==> src/trg_pkg.sv <==
package trg_pkg;

    // command codes carried in s_tuser
    localparam int CMD_BITS = 2;

    typedef enum logic [CMD_BITS-1:0] {
        CMD_LOAD = 2'd0,
        CMD_TICK = 2'd1,
        CMD_END  = 2'd2
    } trg_cmd_t;

    // min_rate after reset: 3000 steps/min / 60, Q16.8
    localparam int MIN_RATE_RESET = 12800;

    // control result of one tick
    typedef struct packed {
        logic active;  // tick updates state
        logic valid;   // rate update issued
        logic stop;    // flush ramp done
    } trg_tick_ctl_t;

endpackage

==> src/trg_rate_update.sv <==
module trg_rate_update
    import trg_pkg::*;
#(
    parameter int RATE_BITS = 24,
    parameter int STEP_BITS = 32
) (
    input  logic                 loaded,
    input  logic                 force_pending,
    input  logic [RATE_BITS-1:0] cur_rate,
    input  logic [RATE_BITS-1:0] cruise_rate,
    input  logic [RATE_BITS-1:0] end_rate,
    input  logic [RATE_BITS-1:0] rate_step,
    input  logic [STEP_BITS-1:0] accel_end,
    input  logic [STEP_BITS-1:0] decel_start,
    input  logic [STEP_BITS-1:0] steps_done,
    input  logic                 axis_moving,
    input  logic                 pause_flag,
    input  logic                 flush_flag,
    input  logic [RATE_BITS-1:0] min_rate,
    output logic [RATE_BITS-1:0] next_rate,
    output logic [RATE_BITS-1:0] rate_out,
    output trg_tick_ctl_t        ctl
);

    logic                 active;
    logic                 stop;
    logic [RATE_BITS-1:0] half_step;
    logic [RATE_BITS:0]   one_half_step;
    logic [RATE_BITS-1:0] one_half_sat;
    logic                 above_one_half;
    logic [STEP_BITS:0]   accel_limit;
    logic                 in_accel;
    logic                 in_decel;
    logic [RATE_BITS:0]   accel_sum;
    logic [RATE_BITS-1:0] accel_rate;
    logic [RATE_BITS-1:0] decel_pre;
    logic [RATE_BITS-1:0] decel_rate;
    logic [RATE_BITS-1:0] rate_less_step;

    assign active = loaded && !pause_flag && axis_moving;

    // 0.5 and 1.5 times the rate step, halves truncated
    assign half_step      = rate_step >> 1;
    assign one_half_step  = {1'b0, rate_step} + {1'b0, half_step};
    assign one_half_sat   = one_half_step[RATE_BITS] ? '1 : one_half_step[RATE_BITS-1:0];
    assign above_one_half = {1'b0, cur_rate} > one_half_step;
    assign rate_less_step = cur_rate - rate_step;

    // phase of the move from the step count
    assign accel_limit = {1'b0, accel_end} + {{STEP_BITS{1'b0}}, 1'b1};
    assign in_accel    = {1'b0, steps_done} <= accel_limit;
    assign in_decel    = steps_done > decel_start;

    // accelerate, clamped to cruise
    assign accel_sum  = {1'b0, cur_rate} + {1'b0, rate_step};
    assign accel_rate = (accel_sum > {1'b0, cruise_rate}) ? cruise_rate
                                                          : accel_sum[RATE_BITS-1:0];

    // decelerate with floor, then raise to end rate
    assign decel_pre  = above_one_half ? rate_less_step : one_half_sat;
    assign decel_rate = (decel_pre < end_rate) ? end_rate : decel_pre;

    // pick the new rate
    always_comb begin
        next_rate = cur_rate;
        stop      = 1'b0;
        if (force_pending) begin
            next_rate = cur_rate;
        end else if (flush_flag) begin
            if (above_one_half) begin
                next_rate = rate_less_step;
            end else if (cur_rate == half_step) begin
                stop = 1'b1;
            end else begin
                next_rate = half_step;
            end
        end else if (in_accel) begin
            next_rate = accel_rate;
        end else if (in_decel) begin
            next_rate = decel_rate;
        end else begin
            next_rate = cruise_rate;
        end
    end

    assign ctl.active = active;
    assign ctl.stop   = active && stop;
    assign ctl.valid  = active && !stop;

    // issued rate, never below min_rate
    always_comb begin
        if (!ctl.valid) begin
            rate_out = '0;
        end else if (next_rate < min_rate) begin
            rate_out = min_rate;
        end else begin
            rate_out = next_rate;
        end
    end

endmodule

==> src/trapezoid_rate_generator_top.sv <==
// m_tvalid rises once an accepted s_ word has passed the input register and then the
// result register
// throughput: one word per cycle while m_tready is high; the rate state is updated in the
// result stage, so each word sees the state left by the word before it
// reset: aresetn synchronous active low; clears move loaded, pending force and both
// stage valids, and sets min_rate to 12800 (50.0 steps/s in Q16.8)
module trapezoid_rate_generator_top
    import trg_pkg::*;
#(
    parameter int RATE_BITS = 24,
    parameter int STEP_BITS = 32
) (
    input  logic                   aclk,
    input  logic                   aresetn,
    input  logic                   cfg_we,
    input  logic [RATE_BITS-1:0]   cfg_wdata,    // min_rate
    input  logic                   s_tvalid,
    output logic                   s_tready,
    // start_rate, cruise_rate, end_rate, rate_step, accel_end_step,
    // decel_start_step, steps_done, axis_moving, pause_flag, flush_flag, zero fill
    input  logic [((4*RATE_BITS+3*STEP_BITS+3+7)/8)*8-1:0] s_tdata,
    input  logic [CMD_BITS-1:0]    s_tuser,      // command
    output logic                   m_tvalid,
    input  logic                   m_tready,
    // rate_out, rate_valid, stop_axis, zero fill
    output logic [((RATE_BITS+2+7)/8)*8-1:0] m_tdata
);

    localparam int S_DATA_BITS = ((4*RATE_BITS+3*STEP_BITS+3+7)/8)*8;
    localparam int M_DATA_BITS = ((RATE_BITS+2+7)/8)*8;
    localparam int OFS_START   = 0;
    localparam int OFS_CRUISE  = RATE_BITS;
    localparam int OFS_END     = 2*RATE_BITS;
    localparam int OFS_STEP    = 3*RATE_BITS;
    localparam int OFS_ACCEL   = 4*RATE_BITS;
    localparam int OFS_DECEL   = 4*RATE_BITS+STEP_BITS;
    localparam int OFS_STEPS   = 4*RATE_BITS+2*STEP_BITS;
    localparam int OFS_MOVING  = 4*RATE_BITS+3*STEP_BITS;
    localparam int OFS_PAUSE   = OFS_MOVING+1;
    localparam int OFS_FLUSH   = OFS_MOVING+2;

    // configuration
    logic [RATE_BITS-1:0]   min_rate_reg;

    // input stage
    logic                   in_valid_reg;
    trg_cmd_t               in_cmd_reg;
    logic [S_DATA_BITS-1:0] in_data_reg;
    logic                   advance;

    // move state
    logic                   loaded_reg, loaded_next;
    logic                   force_reg, force_next;
    logic [RATE_BITS-1:0]   rate_reg, rate_next;
    logic [RATE_BITS-1:0]   cruise_reg, end_reg, step_reg;
    logic [STEP_BITS-1:0]   accel_reg, decel_reg;

    // result stage
    logic                   out_valid_reg;
    logic [RATE_BITS-1:0]   out_rate_reg, out_rate_next;
    logic                   out_flag_reg, out_flag_next;
    logic                   out_stop_reg, out_stop_next;

    logic [RATE_BITS-1:0]   upd_rate;
    logic [RATE_BITS-1:0]   upd_rate_out;
    trg_tick_ctl_t          upd_ctl;

    // min_rate register
    always_ff @(posedge aclk) begin
        if (!aresetn) begin
            min_rate_reg <= RATE_BITS'(MIN_RATE_RESET);
        end else if (cfg_we) begin
            min_rate_reg <= cfg_wdata;
        end
    end

    // handshake: input stage moves on when the result register is free
    assign advance  = in_valid_reg && (!out_valid_reg || m_tready);
    assign s_tready = !in_valid_reg || advance;

    // input register
    always_ff @(posedge aclk) begin
        if (!aresetn) begin
            in_valid_reg <= 1'b0;
        end else if (s_tready) begin
            in_valid_reg <= s_tvalid;
        end
    end

    always_ff @(posedge aclk) begin
        if (s_tvalid && s_tready) begin
            in_cmd_reg  <= trg_cmd_t'(s_tuser);
            in_data_reg <= s_tdata;
        end
    end

    // rate update for a tick
    trg_rate_update #(
        .RATE_BITS (RATE_BITS),
        .STEP_BITS (STEP_BITS)
    ) u_update (
        .loaded        (loaded_reg),
        .force_pending (force_reg),
        .cur_rate      (rate_reg),
        .cruise_rate   (cruise_reg),
        .end_rate      (end_reg),
        .rate_step     (step_reg),
        .accel_end     (accel_reg),
        .decel_start   (decel_reg),
        .steps_done    (in_data_reg[OFS_STEPS +: STEP_BITS]),
        .axis_moving   (in_data_reg[OFS_MOVING]),
        .pause_flag    (in_data_reg[OFS_PAUSE]),
        .flush_flag    (in_data_reg[OFS_FLUSH]),
        .min_rate      (min_rate_reg),
        .next_rate     (upd_rate),
        .rate_out      (upd_rate_out),
        .ctl           (upd_ctl)
    );

    // next state and result per command
    always_comb begin
        loaded_next   = loaded_reg;
        force_next    = force_reg;
        rate_next     = rate_reg;
        out_rate_next = '0;
        out_flag_next = 1'b0;
        out_stop_next = 1'b0;
        case (in_cmd_reg)
            CMD_LOAD: begin
                loaded_next = 1'b1;
                force_next  = 1'b1;
                rate_next   = in_data_reg[OFS_START +: RATE_BITS];
            end
            CMD_END: begin
                loaded_next = 1'b0;
            end
            CMD_TICK: begin
                if (upd_ctl.active) begin
                    force_next    = 1'b0;
                    rate_next     = upd_rate;
                    out_rate_next = upd_rate_out;
                    out_flag_next = upd_ctl.valid;
                    out_stop_next = upd_ctl.stop;
                end
            end
            default: begin
                loaded_next = loaded_reg;
            end
        endcase
    end

    // move state registers
    always_ff @(posedge aclk) begin
        if (!aresetn) begin
            loaded_reg <= 1'b0;
            force_reg  <= 1'b0;
        end else if (advance) begin
            loaded_reg <= loaded_next;
            force_reg  <= force_next;
        end
    end

    always_ff @(posedge aclk) begin
        if (advance) begin
            rate_reg <= rate_next;
            if (in_cmd_reg == CMD_LOAD) begin
                cruise_reg <= in_data_reg[OFS_CRUISE +: RATE_BITS];
                end_reg    <= in_data_reg[OFS_END +: RATE_BITS];
                step_reg   <= in_data_reg[OFS_STEP +: RATE_BITS];
                accel_reg  <= in_data_reg[OFS_ACCEL +: STEP_BITS];
                decel_reg  <= in_data_reg[OFS_DECEL +: STEP_BITS];
            end
        end
    end

    // result register
    always_ff @(posedge aclk) begin
        if (!aresetn) begin
            out_valid_reg <= 1'b0;
        end else if (advance) begin
            out_valid_reg <= 1'b1;
        end else if (m_tready) begin
            out_valid_reg <= 1'b0;
        end
    end

    always_ff @(posedge aclk) begin
        if (advance) begin
            out_rate_reg <= out_rate_next;
            out_flag_reg <= out_flag_next;
            out_stop_reg <= out_stop_next;
        end
    end

    assign m_tvalid = out_valid_reg;
    assign m_tdata  = {{(M_DATA_BITS-RATE_BITS-2){1'b0}},
                       out_stop_reg, out_flag_reg, out_rate_reg};

    // checks
    a_valid_stop_excl: assert property (@(posedge aclk) disable iff (!aresetn)
        out_valid_reg |-> !(out_flag_reg && out_stop_reg))
        else $error("rate update and stop issued together");

    a_rate_zero_idle: assert property (@(posedge aclk) disable iff (!aresetn)
        (out_valid_reg && !out_flag_reg) |-> (out_rate_reg == '0))
        else $error("rate nonzero without rate update");

    a_rate_floor: assert property (@(posedge aclk) disable iff (!aresetn)
        (advance && out_flag_next) |=> (out_rate_reg >= $past(min_rate_reg)))
        else $error("issued rate below min_rate");

    a_load_arms: assert property (@(posedge aclk) disable iff (!aresetn)
        (advance && in_cmd_reg == CMD_LOAD) |=> (loaded_reg && force_reg))
        else $error("load did not arm the move");

    a_no_tick_unloaded: assert property (@(posedge aclk) disable iff (!aresetn)
        (advance && !loaded_reg) |=> !(out_flag_reg || out_stop_reg))
        else $error("tick result while no move loaded");

endmodule
==> config.mk <==
export PLATFORM = sky130hd
export DESIGN_NAME = trapezoid_rate_generator_top
export DESIGN_NICKNAME = d
export VERILOG_FILES = /design/src/trg_pkg.sv /design/src/trg_rate_update.sv /design/src/trapezoid_rate_generator_top.sv
export SDC_FILE = /design/constraint.sdc
export NUM_CORES = 1
export LEC_CHECK = 0
export ABC_AREA = 0
export ABC_CLOCK_PERIOD_IN_PS = 15800
export BUFFER_PORTS_ARGS = -buffer_cell sky130_fd_sc_hd__buf_2
export CAP_MARGIN = 20
export CORE_ASPECT_RATIO = 1.1
export CORE_MARGIN = 2
export CORE_UTILIZATION = 50
export CTS_CLUSTER_SIZE = 24
export DETAILED_ROUTE_END_ITERATION = 7
export MAX_ROUTING_LAYER = met4
export PLACE_DENSITY = 0.73
export SYNTH_ARGS = -nofsm -noshare
export SYNTH_HDL_FRONTEND = slang
export SYNTH_SLANG_ARGS = --single-unit
export TNS_END_PERCENT = 10
==> constraint.sdc <==
create_clock -name aclk -period 15.8 [get_ports aclk]
set_clock_uncertainty 0.05 [all_clocks]
set_input_delay 3.16 -clock aclk [delete_from_list [all_inputs] [get_ports aclk]]
set_output_delay 3.16 -clock aclk [all_outputs]
set_load 0.005 [all_outputs]
**After elaboration in Yosys (flattened, before gate mapping)**

Cells that the tools add are included.

- Register bits: 411
- Input port bits: 231
- Output and inout bits: 34
- Logic and storage cells: 73

- Add/sub/neg operators: 4
- $lt $le $gt $ge: 6
- Equality and inequality tests: 4
- Muxes and demuxes: 22
- Reduce and logical (&&, ||, !) cells: 21

Operators by type and width:

| cell | number |
|---|---|
| two-way mux 24 bit | 12 |
| < comparator 24 bit | 2 |
| one-hot mux 24 bit (2 select lines) | 1 |
| adder 32 x 1 -> 33 bit (second input constant) | 1 |
| <= comparator 32 x 33 -> 1 bit | 1 |
| greater-than comparator 32 bit | 1 |
| adder 24 x 23 -> 25 bit | 1 |
| adder 24 x 24 -> 25 bit | 1 |
| greater-than comparator 24 x 25 -> 1 bit | 1 |
| greater-than comparator 25 x 24 -> 1 bit | 1 |
| == test 24 x 23 -> 1 bit | 1 |
| subtractor 24 bit | 1 |
| two-way mux 1 bit | 7 |
| logical AND 1 bit | 6 |
| AND reduction 2 bit | 3 |
| AND reduction 3 bit | 2 |
| nonzero test 2 bit | 3 |
| logical NOT 1 bit | 4 |
| one-hot mux 1 bit (2 select lines) | 2 |
| == test 2 x 1 -> 1 bit (second input constant) | 1 |
| == test 2 bit (second input constant) | 1 |
| logical NOT 2 bit | 1 |
| logical OR 1 bit | 2 |
| != test 2 x 1 -> 1 bit (second input constant) | 1 |

**Logic depth before layout (Yosys ltp)**

- Word-level depth: 11
- Depth in mapped cells: 43

**Hierarchy**

From an unflattened synthesis, not the netlist that was laid out.

- Cells, all modules: 2,040
- Area total of the unflattened synthesis: 23,682.7 um2

By module, submodules not included:

| module | instances | cells an instance | area each (um2) | seq. area each (um2) |
|---|---|---|---|---|
| trapezoid_rate_generator_top | 1 | 549 | 13,220.2 | 12,061.6 |
| trg_rate_update | 1 | 1,491 | 10,462.5 | 0.0 |

**Worst setup path after synthesis**

OpenSTA, ideal clock, no wires.

- Path kind: in2reg
- From: in m_tready
- To: reg force_reg
- Data arrival time: 13.413 ns
- Required time: 15.649 ns
- Slack: 2.237 ns
- Stages on the path: 4
- Cell sequence: nor2b_1 > nand2b_1 > nor3_1 > o21a_1

- Cells in the longest elaborated chain, start to end: 3

Ends and longest elaborated chain:

| item | RTL line | RTL |
|---|---|---|
| from (decl) | trapezoid_rate_generator_top.sv:24 | `input logic m_tready,` |
| logical OR 1 bit | trapezoid_rate_generator_top.sv:78 | `assign advance = in_valid_reg && (!out_valid_reg \|\| m_tready);` |
| logical AND 1 bit | trapezoid_rate_generator_top.sv:78 |  |
| AND reduction 3 bit (no line) | - |  |
| to (signal assigned) | trapezoid_rate_generator_top.sv:159 | `force_reg <= force_next;` |
| to (decl) | trapezoid_rate_generator_top.sv:53 | `logic force_reg, force_next;` |

Every way passes these cells.
A chain may end at the register's enable or synchronous reset.

**Worst setup path after layout**

- From: reg step_reg[1]
- To: reg out_rate_reg[23], data pin

- Cells in the longest elaborated chain, start to end: 11

Ends and longest elaborated chain:

| item | RTL line | RTL |
|---|---|---|
| from (decl) | trapezoid_rate_generator_top.sv:55 | `logic [RATE_BITS-1:0] cruise_reg, end_reg, step_reg;` |
| from (signal assigned) | trapezoid_rate_generator_top.sv:169 | `step_reg <= in_data_reg[OFS_STEP +: RATE_BITS];` |
| adder 24 x 23 -> 25 bit | trg_rate_update.sv:44 | `assign one_half_step = {1'b0, rate_step} + {1'b0, half_step};` |
| greater-than comparator 24 x 25 -> 1 bit or two-way mux 24 bit (tied branches) | trg_rate_update.sv:46, trg_rate_update.sv:45 |  |
| two-way mux 24 bit | trg_rate_update.sv:60 | `assign decel_pre = above_one_half ? rate_less_step : one_half_sat;` |
| < comparator 24 bit | trg_rate_update.sv:61 | `assign decel_rate = (decel_pre < end_rate) ? end_rate : decel_pre;` |
| two-way mux 24 bit | trg_rate_update.sv:61 |  |
| two-way mux 24 bit | trg_rate_update.sv:79 | `end else if (in_decel) begin` |
| two-way mux 24 bit | trg_rate_update.sv:77 | `end else if (in_accel) begin` |
| two-way mux 24 bit | trg_rate_update.sv:69 | `end else if (flush_flag) begin` |
| two-way mux 24 bit | trg_rate_update.sv:67 | `if (force_pending) begin` |
| < comparator 24 bit | trg_rate_update.sv:94 | `end else if (next_rate < min_rate) begin` |
| two-way mux 24 bit | trg_rate_update.sv:94 |  |
| to (signal assigned) | trapezoid_rate_generator_top.sv:189 | `out_rate_reg <= out_rate_next;` |
| to (decl) | trapezoid_rate_generator_top.sv:60 | `logic [RATE_BITS-1:0] out_rate_reg, out_rate_next;` |

Parallel ways exist; a longest one is shown, timed or not.

==> Implementation_results.wiki <==
{| class="wikitable"
! Metric !! Value
|-
| Outcome || complete, no violations
|-
| Number of hold buffers added after cts || 0
|-
| Clock latency of the later-clocked register in the worst-skew pair || 0.59 ns
|-
| Count of H-tree levels built during CTS || 2
|-
| Total overflow reported by the global router || 0
|-
| Vias/cell || 5.878
|-
| Top cell family by delay on the critical path || compound AO/OA/AOI/OAI gates
|-
| Initial core utilization || 0.5062
|-
| DR iter-0 viols || 1444
|-
| Register-to-register path setup slack || 4.15 ns
|-
| Share of the synthesized area in the top cell type || 0.4873
|-
| Share of the core filled with cells || 0.5792
|-
| Ys async rst share || 0
|-
| Count of distinct cell types in the synthesized netlist || 96
|-
| Share of post-route cells with drive strength above 1 || 0.1717
|-
| Largest net degree at the start of global routing || 139
|-
| Number of rows in the core area || 83
|-
| Max stage delay cell, worst path || sky130_fd_sc_hd__a31o_2
|-
| Cells on Worst Hold Path || 0
|-
| CTS tree || built
|-
| Final HPWL DP || 53460 um
|-
| Maximum single-stage delay on the critical path || 0.83 ns
|-
| Time the worst path needs with I/O delays and setup || 11.65 ns
|-
| Number of register bits inferred by synthesis || 411
|-
| Start point of the critical path || step_reg[1]
|-
| Reg area || 0.01206 mm^2
|-
| Crit path depth || 42
|-
| Cell type with the largest total area after synthesis || sky130_fd_sc_hd__edfxtp_1
|-
| Post-CTS Setup Repair Bufs || 0
|-
| Part of the cycle the worst path needs || 0.7374
|-
| Endpoint of the worst-slack reg-to-reg timing path || out_rate_reg[23]
|-
| Slack of the critical path || 4.149 ns
|-
| Number of gates given a new drive strength after cts || 0
|-
| Wire length reported by the detailed router || 69310 um
|-
| Post-placement setup slack || 4.187 ns
|-
| Die width || 211.2 um
|-
| Sort of element at the end of the critical path || register
|-
| CTS Buffer Depth || 3
|-
| Number of warnings reported in the yosys synthesis log || 0
|-
| Final number of max-transition violations || 0
|-
| Worst reg2reg path depth || 42
|-
| All-Layer GR Usage || 0.2913
|-
| Total clock sinks || 411
|-
| Wire length of the first global-routing pass || 102900 um
|-
| FF-to-FF Start || step_reg[1]
|-
| Max Fclk || 85.83 MHz
|-
| Number of nets with antenna violations after detailed routing || 0
|-
| Required time worst endpoint || 16.08 ns
|-
| Number of detailed-route iterations in the first pass || 7
|-
| Hold Fails Final Rpt || 0
|-
| Hold path endpoint || cruise_reg[7]
|-
| Wire length per cell || 23.27 um
|-
| Count of buffer and inverter cells on the critical path || 3
|-
| Largest fanout of any net on the critical path || 39
|-
| Multi-input combinational cell area || 0.01056 mm^2
|-
| Slew margin rel. || 0.2637
|-
| HP Class || register to register
|-
| Antenna violations before repair || 1
|-
| Synth top cells by count || sky130_fd_sc_hd__edfxtp_1 (383), sky130_fd_sc_hd__ha_1 (231), sky130_fd_sc_hd__inv_1 (179)
|-
| Layout Nets || 2813
|-
| RSZ-0062 raised after global routing || false
|-
| Chip Height || 231.9 um
|-
| Total power per unit cell area || 99.98 mW/mm^2
|-
| Core ar. || 0.04663 mm^2
|-
| Area of the die || 0.04896 mm^2
|-
| Flip-flop cell with the highest count after synthesis || sky130_fd_sc_hd__edfxtp_1
|-
| Synth top area cells || sky130_fd_sc_hd__edfxtp_1 (49%), sky130_fd_sc_hd__ha_1 (12%), sky130_fd_sc_hd__inv_1 (2.8%)
|-
| Gate count of the mapped netlist || 2091
|-
| Arrival time worst endpoint || 11.93 ns
|-
| Mapped Avg Cell Area || 11.29 um^2
|-
| Post-synthesis sequential area ratio || 0.5110
|-
| Final weighted congestion in routability-driven placement || 0.9703
|-
| Most numerous cell in the Yosys netlist || sky130_fd_sc_hd__edfxtp_1
|-
| Post-Syn Area || 0.02360 mm^2
|-
| Vias in the first global route || 17550
|-
| Number of CTS-inserted buffers || 43
|-
| Placed Instance Area || 0.02549 mm^2
|-
| Count of flip-flops with a built-in enable after synthesis || 383
|-
| Clock transition time at the flip-flop clock pins of the worst setup and hold paths || 0.06 ns
|-
| Clock Root Buffer || sky130_fd_sc_hd__clkbuf_16
|-
| Final number of setup-violating endpoints || 0
|-
| Fillers || 3898
|-
| Startpoint of the lowest-slack hold path || in_data_reg[31]
|-
| Least-Margin Pin Slew || 1.104 ns
|-
| Type of the worst setup path || register to register
|-
| Accumulated negative setup slack || 0 ns
|-
| Number of remaining DRC errors || 0
|-
| Routed via count || 17500
|-
| Count of max-cap constraint violations || 0
|-
| Worst vdd ir || 94.02 uV
|-
| Final design area excluding fillers || 0.02701 mm^2
|-
| Crit start category || register
|-
| Synthesis-to-layout area growth || 14.43%
|-
| Max reg flops || 195
|-
| Ports placed on the boundary || 265
|-
| Number of buffers added on ports || 253
|-
| LEAKAGE || 10.90 nW
|}
-- how the worst max path moves through the flow --
stage / end / slack, ns
6_report: out_rate_reg[23] / 4.15
5_1_grt: out_rate_reg[23] / 3.49
4_1_cts: out_rate_reg[23] / 4.15
3_5_place_dp: out_rate_reg[19] / 4.19
3_3_place_gp: out_rate_reg[23] / 4.30
2_1_floorplan: force_reg / 2.24
-- per-layer routing --
layer / track usage / vias to the layer above / part of all wire
met1: 0.3598 / 8383 / 0.42
li1: - / 8319 / -
met5: - / - / 0
met4: 0.1426 / 0 / 0.053
met3: 0.04138 / 149 / 0.058
met2: 0.4716 / 653 / 0.47
-- kinds of logic (layout without fill, tap and decap cells) --
| kind of cell | count (synthesis) | count (layout) | share of synthesized area |
|---|---|---|---|
| compound gates | 519 | 519 | 0.1498 |
| xor+xnor | 110 | 110 | 0.04082 |
| fa+ha+maj | 234 | 234 | 0.1250 |
| buf+inv | 251 | 537 | 0.04336 |
| flops | 411 | 411 | 0.5110 |
| mux | 50 | 50 | 0.02200 |
| other cells | 1 | 7 | 0.0001589 |
| simple gates | 515 | 515 | 0.1078 |
-- worst reg2reg max path, delay by kind of cell (launching register included) --
kind	cells	cell delay [ns]
buffers and inverters	3	0.70
and+or+nand+nor	10	2.14
adders and majority gates	5	1.76
AOI/OAI and AO/OA	24	6.09
DFF	1	0.65
-- cells in the final DEF, fill, tap and decap left out, drive strengths merged, types with 16 or more instances in the layout --
master	n
a21o	30
o211ai	37
nand2b	17
ha	231
a31oi	19
o21a	24
edfxtp	383
nor2	135
xnor2	63
nor4	20
a211oi	32
nor2b	33
inv	187
nor3	21
nand4	42
clkbuf	49
dfxtp	28
a21oi	137
o21ai	109
nand2	137
clkinv	16
nand3	41
buf	275
mux2i	35
xor2	47
-- stage by stage --
step	hold slack (ns)	instances	power, mW
finish	0.3558	2978	2.700
global route	0.3710	2978	2.796
CTS	0.3577	2976	2.714
detailed placement	0.3545	2897	1.659
global placement	0.3510	2897	1.650
floorplan	0.3503	2096	1.522
-- area by class of cell --
type                            count  area share
Clock inverter                     30     0.01362
Clock buffer                       49     0.04146
Tap cell                          595     0.02756
Timing Repair Buffer              275     0.05420
Multi-Input combinational cell   1434      0.3910
Antenna cell                        1  0.00009265
Inverter                          183     0.02543
Sequential cell                   411      0.4466
-- power breakdown --
group | internal, mW | switching, mW
Sequential | 1.24 | 0.0256
Combinational | 0.139 | 0.238
Clock | 0.617 | 0.438
Total | 2.00 | 0.702
Note: power is estimated with default switching activity, not from simulation.
